<file path="src/rtl/core/mccd_pkg.sv">
// Shared types and constants for the minimum-coin change solver.
package mccd_pkg;

    localparam int CMD_W      = 2;
    localparam int COIN_W     = 10;
    localparam int AMT_W      = 10;
    localparam int CNT_W      = 10;
    localparam int ENTRY_W    = CNT_W + 1;
    localparam int IN_TDATA_W = 24;
    localparam int IN_TUSER_W = 2;
    localparam int OUT_TDATA_W = 16;

    localparam logic [CMD_W-1:0] CMD_CLEAR = 2'd0;
    localparam logic [CMD_W-1:0] CMD_ADD   = 2'd1;
    localparam logic [CMD_W-1:0] CMD_SOLVE = 2'd2;

    // Controller to datapath
    typedef struct packed {
        logic load;    // input transfer this cycle
        logic init;    // seed table entry zero, restart amount at one
        logic scan;    // fetch coin k, advance k
        logic write;   // store the current amount's entry, advance amount
        logic result;  // load the output register
    } t_dp_cmd;

    // Datapath to controller
    typedef struct packed {
        logic coins_empty;
        logic last_coin;
        logic at_target;
        logic target_zero;
        logic target_oob;
        logic out_free;
    } t_dp_sts;

endpackage

</file>
<file path="src/rtl/core/mccd_ctrl.sv">
// Sequencer for the minimum-coin change solver.
module mccd_ctrl (
    input  logic                                i_clk,
    input  logic                                i_rst_n,
    input  logic                                i_s_axis_tvalid,
    input  logic [mccd_pkg::IN_TUSER_W-1:0]     i_s_axis_tuser,
    output logic                                o_s_axis_tready,
    output mccd_pkg::t_dp_cmd                   o_cmd,
    input  mccd_pkg::t_dp_sts                   i_sts
);

    typedef enum logic [6:0] {
        S_IDLE   = 7'b0000001,
        S_START  = 7'b0000010,
        S_SCAN   = 7'b0000100,
        S_FLUSH  = 7'b0001000,
        S_WRITE  = 7'b0010000,
        S_FETCH  = 7'b0100000,
        S_RESULT = 7'b1000000
    } t_state;

    t_state r_state, n_state;
    logic   accept;

    assign o_s_axis_tready = (r_state == S_IDLE);
    assign accept          = i_s_axis_tvalid & o_s_axis_tready;

    always_comb begin
        n_state      = r_state;
        o_cmd        = '0;
        o_cmd.load   = accept;
        unique case (r_state)
            S_IDLE: begin
                if (accept && i_s_axis_tuser == mccd_pkg::CMD_SOLVE) begin
                    n_state = S_START;
                end
            end
            S_START: begin
                o_cmd.init = 1'b1;
                priority if (i_sts.target_oob) begin
                    n_state = S_RESULT;
                end else if (i_sts.target_zero) begin
                    n_state = S_FETCH;
                end else if (i_sts.coins_empty) begin
                    n_state = S_WRITE;
                end else begin
                    n_state = S_SCAN;
                end
            end
            S_SCAN: begin
                o_cmd.scan = 1'b1;
                if (i_sts.last_coin) begin
                    n_state = S_FLUSH;
                end
            end
            S_FLUSH: begin
                n_state = S_WRITE;
            end
            S_WRITE: begin
                o_cmd.write = 1'b1;
                priority if (i_sts.at_target) begin
                    n_state = S_FETCH;
                end else if (i_sts.coins_empty) begin
                    n_state = S_WRITE;
                end else begin
                    n_state = S_SCAN;
                end
            end
            S_FETCH: begin
                n_state = S_RESULT;
            end
            S_RESULT: begin
                // hold until the output register can take the result
                if (i_sts.out_free) begin
                    o_cmd.result = 1'b1;
                    n_state      = S_IDLE;
                end
            end
            default: begin
                n_state = S_IDLE;
            end
        endcase
    end

    always_ff @(posedge i_clk) begin
        if (!i_rst_n) begin
            r_state <= S_IDLE;
        end else begin
            r_state <= n_state;
        end
    end

endmodule

</file>
<file path="config.mk">
export PLATFORM = sky130hd
export DESIGN_NAME = mccd_ctrl
export DESIGN_NICKNAME = d
export VERILOG_FILES = /design/src/rtl/core/mccd_pkg.sv /design/src/rtl/core/mccd_ctrl.sv
export SDC_FILE = /design/constraint.sdc
export NUM_CORES = 1
export LEC_CHECK = 0
export BUFFER_PORTS_ARGS = -buffer_cell sky130_fd_sc_hd__buf_2
export CAP_MARGIN = 0
export CORE_AREA = 2 2 39 41
export CTS_BUF_LIST = sky130_fd_sc_hd__clkbuf_8
export DETAILED_ROUTE_END_ITERATION = 8
export DIE_AREA = 0 0 41 43
export PLACE_DENSITY = 0.65
export SYNTH_ARGS = -nofsm -noshare
export SYNTH_HDL_FRONTEND = slang
export SYNTH_SLANG_ARGS = --single-unit
export TNS_END_PERCENT = 30
</file>
<file path="constraint.sdc">
create_clock -name i_clk -period 1.23 [get_ports i_clk]
set_input_delay 0.0615 -clock i_clk [delete_from_list [all_inputs] [get_ports i_clk]]
set_output_delay 0.0615 -clock i_clk [all_outputs]
set_load 0.005 [all_outputs]
</file>
**Word-level counts from Yosys, hierarchy flattened**

Cells that the tools add are included.

- Eq/ne operators: 11
- Bitwise logic cells: 1
- Multiplexer cells: 13
- Reduce and logical (&&, ||, !) cells: 2

Operator list:

| kind | count |
|---|---|
| 7-bit one-hot mux with 7 select lines | 1 |
| 7-bit two-way mux | 5 |
| 7-bit by 1-bit == test with 1-bit output, second input constant | 1 |
| 7-bit by 2-bit == test with 1-bit output, second input constant | 1 |
| 7-bit by 3-bit == test with 1-bit output, second input constant | 1 |
| 7-bit by 4-bit == test with 1-bit output, second input constant | 1 |
| 7-bit by 5-bit == test with 1-bit output, second input constant | 1 |
| 7-bit by 6-bit == test with 1-bit output, second input constant | 1 |
| 7-bit == test, second input constant | 1 |
| 6-bit two-way mux | 1 |
| 1-bit two-way mux | 5 |
| 5-bit two-way mux | 1 |
| 2-bit != test, second input constant | 2 |
| 3-bit AND reduction | 1 |
| 2-bit == test, second input constant | 1 |
| 2-bit by 1-bit != test with 1-bit output, second input constant | 1 |
| 1-bit AND | 1 |
| 1-bit logical AND | 1 |

- Output and inout bits: 6
- Input bits: 11
- Flip-flop bits (word level): 7

**Logic depth before layout (Yosys ltp)**

Gate-level depths: netlist (run 1).

- Word-level depth: 5
- Gate-level depth with buffers: 5
- Mapped depth without buffers: 5

**Least setup slack after synthesis (run 1)**

OpenSTA, ideal clock, no wires.

- Path kind: reg2reg
- Start: register r_state[2]
- End: register r_state[0]
- Arrival time: 1.014 ns
- Slack: 0.093 ns
- Data required time: 1.106 ns
- Stages on the path, launching flop included: 5
- Cells stage by stage: dfxtp_1 -> nor4b_1 -> a221oi_2 -> o211ai_1 -> a31oi_1

- Longest elaborated chain between the ends: 5
- Elaborated cells between the ends (all ways): 14
- Classes of those cells: eq/ne: 10; mux: 1; bitwise: 1; reduce/logical: 2

Ends and longest elaborated chain:

| what | line | text |
|---|---|---|
| start, declared | mccd_ctrl.sv:22 | `t_state r_state, n_state;` |
| start signal, assigned | mccd_ctrl.sv:89 | `r_state <= n_state;` |
| 7-bit by 1-bit == test with 1-bit output | mccd_ctrl.sv:25, mccd_ctrl.sv:32 |  |
| 1-bit AND | mccd_ctrl.sv:26 | `assign accept = i_s_axis_tvalid & o_s_axis_tready;` |
| 1-bit logical AND | mccd_ctrl.sv:34 | `if (accept && i_s_axis_tuser == mccd_pkg::CMD_SOLVE) begin` |
| 2-bit by 1-bit != test with 1-bit output (no source line) | -- |  |
| 3-bit AND reduction (no source line) | -- |  |

Parallel ways exist; a longest one is shown, timed or not.
A chain may end at the register's enable or synchronous reset.

==> flow_metrics.env, run 1 <==
export IMPL_outcome="finished, violations left"
export IMPL_violations="setup timing"
export IMPL_postSynth_asyncResetShare_pct=0
export IMPL_cts_max_level=1
export IMPL_fp_coreArea_sq_um=1380
export IMPL_slew_headroom_pct=82.5
export IMPL_crit_path_start_kind="flip-flop"
export IMPL_worst_path_max_fanout=5
export IMPL_vias=573
export IMPL_syn_area_sq_um=460
export IMPL_netlist_area_leader_share_pct=30.4
export IMPL_drtAntennaViolNets=0
export IMPL_grt_overflow_total=0
export IMPL_drv_cap=0
export IMPL_multi_input_area_sq_um=352
export IMPL_pin_count=17
export IMPL_synth_edff_count=0
export IMPL_biggestRegsByFlops="r_state (7)"
export IMPL_grt_usage_pct=18.7
export IMPL_drc_errors=0
export IMPL_setup_violations=9
export IMPL_insertion_delay_ps=220
export IMPL_synth_cell_types=31
export IMPL_peakVddDrop_mv=0.679
export IMPL_startpoint="r_state[3]$_SDFFE_PN0P_"
export IMPL_crit_slowest_cell="dfxtp_4"
export IMPL_rsz0062_at_grt="yes"
export IMPL_grt_start_max_net_pins=8
export IMPL_crit_path_cell_trace="nor3_4 > and3_1 > and2_1 > buf_2"
export IMPL_r2r_start="r_state[3]$_SDFFE_PN0P_"
export IMPL_hp_start="i_sts[5]"
export IMPL_viasPerCell=5.51
export IMPL_grt_pass1_vias=544
export IMPL_cp_end_kind="output port"
export IMPL_period_share_pct=108
export IMPL_yosys_warnings=0
export IMPL_antenna_cells=0
export IMPL_clock_path_buffers=2
export IMPL_syn2layout_area_growth_pct=62.2
export IMPL_yosysTopAreaCell="dfxtp_1"
export IMPL_required_ps=1170
export IMPL_p_leak_nw=0.359
export IMPL_cts_buffers=3
export IMPL_power_per_cell_area_nw_per_um2=1270
export IMPL_die_w_um=41
export IMPL_dp_cells=94
export IMPL_rows=14
export IMPL_regArea_sq_um=156
export IMPL_grt_util_met3_pct=2.62
export IMPL_fillCellCount=131
export IMPL_path_class="reg2out"
export IMPL_synth_seq_cells=7
export IMPL_final_setup_skew_ps=1.08
export IMPL_first_pass_iters=4
export IMPL_routedWlPerCell_um=13.4
export IMPL_max_freq_mhz=750
export IMPL_rr_endpoint="r_state[0]$_SDFFE_PN1P_"
export IMPL_instances_no_fill=104
export IMPL_path_clk_slew_ps=40
export IMPL_hold_viol_final=0
export IMPL_met2_usage_pct=29.1
export IMPL_dp_hpwl_um=889
export IMPL_syn_inst=59
export IMPL_grt_pass1_wl_um=2210
export IMPL_tightestPinTransition_ps=261
export IMPL_grt_busiest_layer="met2"
export IMPL_die_area_sq_um=1760
export IMPL_final_area_sq_um=747
export IMPL_hold_path_class="in2reg"
export IMPL_yosysSeqAreaShare_pct=30.4
export IMPL_die_y_um=43
export IMPL_layout_drive_gt1_share_pct=53.4
export IMPL_cts_tree="built"
export IMPL_synth_common_cells="dfxtp_1 (7), nor2_1 (7), inv_1 (5), nor2b_1 (5), nand3_1 (4)"
export IMPL_fin_ws_ps=-104
export IMPL_gr_usage_met1_pct=21.8
export IMPL_routed_wl_um=1400
export IMPL_place_gp_congestion=0.831
export IMPL_ys_top_cells_by_area="dfxtp_1 (30%), nor2b_1 (6.8%), nor2_1 (5.7%), nand3_1 (4.3%), inv_1 (4.1%)"
export IMPL_yosys_most_used_dff="dfxtp_1"
export IMPL_place_area_sq_um=583
export IMPL_crit_path_end="o_cmd[4]"
export IMPL_fin_nets=100
export IMPL_top_register="r_state"
export IMPL_largest_reg_flops=7
export IMPL_syn_num_nets=70
export IMPL_slew_viol_final=0
export IMPL_drt_iter0_drc=12
export IMPL_antenna_found_initial=0
export IMPL_initial_core_util_pct=33.3
export IMPL_max_stage_delay_ps=360
export IMPL_r2r_slack_ps=-80
export IMPL_numClockSinks=7
export IMPL_synth_avg_cell_area_sq_um=7.80
export IMPL_critPathArrivalTime_ps=1270
export IMPL_numPortBuffers=16
export IMPL_rr_worst_depth=5
export IMPL_min_period_ps=1330
export IMPL_clock_root_buffer="clkbuf_8"
repair_timing:
item | CTS | global route
gates resized for setup | 12 | 9
endpoints found under the setup margin | 8 | 11
buffers inserted | 6 | 0
pin swaps | 7 | 2
endpoints found under the hold margin | 0 | 0
hold buffers | 0 | 0
cells by family (layout without fill, tap and decap cells):
group	count (synthesis)	count (layout)	share of synthesized area, %
simple gates	35	35	46.2
flops	7	7	30.4
buf+inv	6	35	5.71
compound gates	10	10	15.8
xor+xnor	1	1	1.90
how the worst min path moves through the flow:
stage / to / slack, ps / depth (start not counted)
finish: r_state[4]$_SDFFE_PN0P_ / 90 / 3
detailed placement: r_state[4]$_SDFFE_PN0P_ / 310 / 3
global route: r_state[4]$_SDFFE_PN0P_ / 100 / 3
floorplan: r_state[0]$_SDFFE_PN1P_ / 160 / 1
global placement: r_state[5]$_SDFFE_PN0P_ / 310 / 3
CTS: r_state[4]$_SDFFE_PN0P_ / 60 / 3
through the flow:
stage	total power, mW	TNS (ps)	util [%]	worst slack [ps]	hold slack, ps
floorplan	0.459	0	-	92.9	164
global placement	0.540	-51.5	42.1	-22.2	311
detailed placement	0.544	-20.6	42.1	-12.0	312
CTS	0.898	-303	51.1	-86.3	63.2
global route	1.01	-949	54.0	-157	100
finish	0.952	-452	54.0	-104	93.1
routing by layer:
metal	vias up	wire, um
met1	281	563
li1	275	-
met5	-	0
met3	2	47
met4	0	19
met2	15	764
power breakdown:
part           leakage [nW]  internal (mW)  switching [mW]  total (mW)
clock network        0.0269          0.215          0.0960       0.311
registers            0.0596          0.257          0.0610       0.318
logic                 0.273          0.184           0.139       0.323
total                 0.359          0.656           0.296       0.952
worst max-delay path, delay by kind of cell (launching register included):
family	cells	cell delay, ps
flops	1	360
buf+inv	1	100
simple gates	3	580
area by class of cell:
cell class                      instances  area share [%]
Clock buffer                            3            5.53
Clock inverter                          1           0.503
Inverter                                5            2.51
Multi-Input combinational cell         46            47.1
Sequential cell                         7            20.9
Tap cell                               16            2.68
Timing Repair Buffer                   26            20.8
placed cells by master (no fill, tap or decap), types with 2 or more instances in the layout:
master    count
nor2b_2       2
nand4_1       3
buf_2        16
nor2_1        6
nor3_4        2
inv_1         6
nor2b_1       3
nand3_1       3
dfxtp_4       4
buf_4        10
nand2_1       2
dfxtp_1       2
clkbuf_8      3
(Power assumes the default switching activity.)
==> run 2: changes to the inputs <==
--- a/config.mk
+++ b/config.mk
@@ -11,7 +11,7 @@
 export CTS_BUF_LIST = sky130_fd_sc_hd__clkbuf_8
 export DETAILED_ROUTE_END_ITERATION = 8
 export DIE_AREA = 0 0 41 43
-export PLACE_DENSITY = 0.65
+export PLACE_DENSITY = 0.58
 export SYNTH_ARGS = -nofsm -noshare
 export SYNTH_HDL_FRONTEND = slang
 export SYNTH_SLANG_ARGS = --single-unit
==> flow_metrics.env, run 2 (same netlist as run 1, synthesis figures left out) <==
export IMPL_grt_overflow_total=0
export IMPL_switchingPower_mw=0.281
export IMPL_final_setup_skew_ps=3.14
export IMPL_peakVddDrop_mv=0.523
export IMPL_crit_path_start_kind="flip-flop"
export IMPL_grt_usage_pct=15.8
export IMPL_drt_iter0_drc=6
export IMPL_hold_path_class="in2reg"
export IMPL_slew_viol_final=0
export IMPL_numPortBuffers=16
export IMPL_grt_pass1_wl_um=1880
export IMPL_path_clk_slew_ps=40
export IMPL_final_core_util_pct=51.3
export IMPL_critPathArrivalTime_ps=1270
export IMPL_clock_path_buffers=2
export IMPL_place_area_sq_um=583
export IMPL_p_clk_share_pct=33.3
export IMPL_viasPerCell=5.19
export IMPL_r2r_slack_ps=-80
export IMPL_cts_max_level=1
export IMPL_grt_pass1_vias=501
export IMPL_top_register="r_state"
export IMPL_worst_path_max_fanout=5
export IMPL_cp_end_kind="output port"
export IMPL_die_w_um=41
export IMPL_numClockSinks=7
export IMPL_dp_cells=94
export IMPL_rows=14
export IMPL_drc_errors=0
export IMPL_syn2layout_area_growth_pct=54.1
export IMPL_antenna_found_initial=0
export IMPL_seq_power_share_pct=31.8
export IMPL_antenna_cells=0
export IMPL_p_leak_nw=0.352
export IMPL_setup_violations=7
export IMPL_initial_core_util_pct=33.3
export IMPL_place_gp_congestion=0.839
export IMPL_slew_headroom_pct=80.6
export IMPL_routedWlPerCell_um=12.6
export IMPL_routed_wl_um=1300
export IMPL_finalPower_mw=0.942
export IMPL_cts_buffers=3
export IMPL_layout_drive_gt1_share_pct=50.6
export IMPL_clock_root_buffer="clkbuf_8"
export IMPL_tightestPinTransition_ps=290
export IMPL_min_period_ps=1330
export IMPL_final_area_sq_um=709
export IMPL_swShare_pct=29.9
export IMPL_max_freq_mhz=753
export IMPL_final_common_cell="buf_2"
export IMPL_rsz0062_at_grt="yes"
export IMPL_die_y_um=43
export IMPL_dp_hpwl_um=886
export IMPL_fin_nets=99
export IMPL_p_int_mw=0.660
export IMPL_drv_cap=0
export IMPL_period_share_pct=108
export IMPL_drtAntennaViolNets=0
export IMPL_outcome="finished, violations left"
export IMPL_fin_ws_ps=-97.9
export IMPL_pin_count=17
export IMPL_final_cell_mix="buf_2 (16), buf_4 (9), nor2_1 (6), inv_1 (6), nand3_1 (4)"
export IMPL_required_ps=1170
export IMPL_fp_coreArea_sq_um=1380
export IMPL_cts_hold_fix_buffers=0
export IMPL_insertion_delay_ps=220
export IMPL_cts_tree="built"
export IMPL_grt_start_max_net_pins=8
export IMPL_path_class="reg2out"
export IMPL_power_per_cell_area_nw_per_um2=1330
export IMPL_die_area_sq_um=1760
export IMPL_vias=535
export IMPL_hold_viol_final=0
export IMPL_largest_reg_flops=7
export IMPL_p_comb_share_pct=34.9
export IMPL_biggestRegsByFlops="r_state (7)"
export IMPL_instances_no_fill=103
export IMPL_first_pass_iters=4
export IMPL_violations="setup timing"
run 2: cell count changes in the layout (fill, tap and decap cells not counted), sizes merged:
| cell | previous run | this run |
|---|---|---|
| buf | 26 | 25 |
run 2: routing by layer:
| layer | wire length, um | up-vias | global-route usage, % |
|---|---|---|---|
| met5 | 0 | - | 0 |
| met4 | 27 | 0 | 10.0 |
| met3 | 42 | 2 | 3.14 |
| met2 | 693 | 11 | 25.3 |
| met1 | 537 | 246 | 17.8 |
| li1 | - | 276 | - |
run 2: per-stage QoR:
stage	hold WS [ps]	setup TNS (ps)	setup WS (ps)
after floorplan	164	0	92.9
after global placement	317	0	3.10
after detailed placement	316	-15.0	-15.0
after CTS	83.4	-392	-89.7
after global routing	113	-1030	-177
final	80.7	-424	-97.9
run 2: power by group through the flow:
stage                     logic (mW)  clock network [mW]  registers (mW)
after detailed placement       0.261                   0           0.284
after global routing           0.368               0.331           0.302
final                          0.329               0.314           0.300
after CTS                      0.291               0.325           0.287
after global placement         0.262                   0           0.281
after floorplan                0.185                   0           0.274
run 2: what timing repair did:
item | 4_1_cts | 5_1_grt
hold endpoints to repair | 0 | 0
resized for setup | 9 | 6
setup buffers | 2 | 3
setup endpoints to repair | 7 | 12
pin swaps | 3 | 5
run 2: worst paths after layout:
path | start | endpoint | cells past startpoint
setup reg to reg | r_state[2]$_SDFFE_PN0P_ | r_state[0]$_SDFFE_PN1P_ | 5
setup / recovery | r_state[4]$_SDFFE_PN0P_ | o_cmd[0] | 4
hold / removal | i_sts[5] | r_state[4]$_SDFFE_PN0P_ | 3
hold reg to reg | r_state[5]$_SDFFE_PN0P_ | r_state[3]$_SDFFE_PN0P_ | 4
run 2: worst max-delay path, stage by stage (launching register included):
cell,delay [ps]
dfxtp_2,340
nor3_4,260
and2_4,180
and4b_1,160
buf_2,100
run 2: final cells by class:
cell class                 instances  area (sq um)
tap                               16          20.0
sequential                         7           151
timing repair buffer              25           148
inverter                           5          18.8
clock buffer                       3          41.3
multi-input combinational         46           327
clock inverter                     1          3.75
fill                             136           674
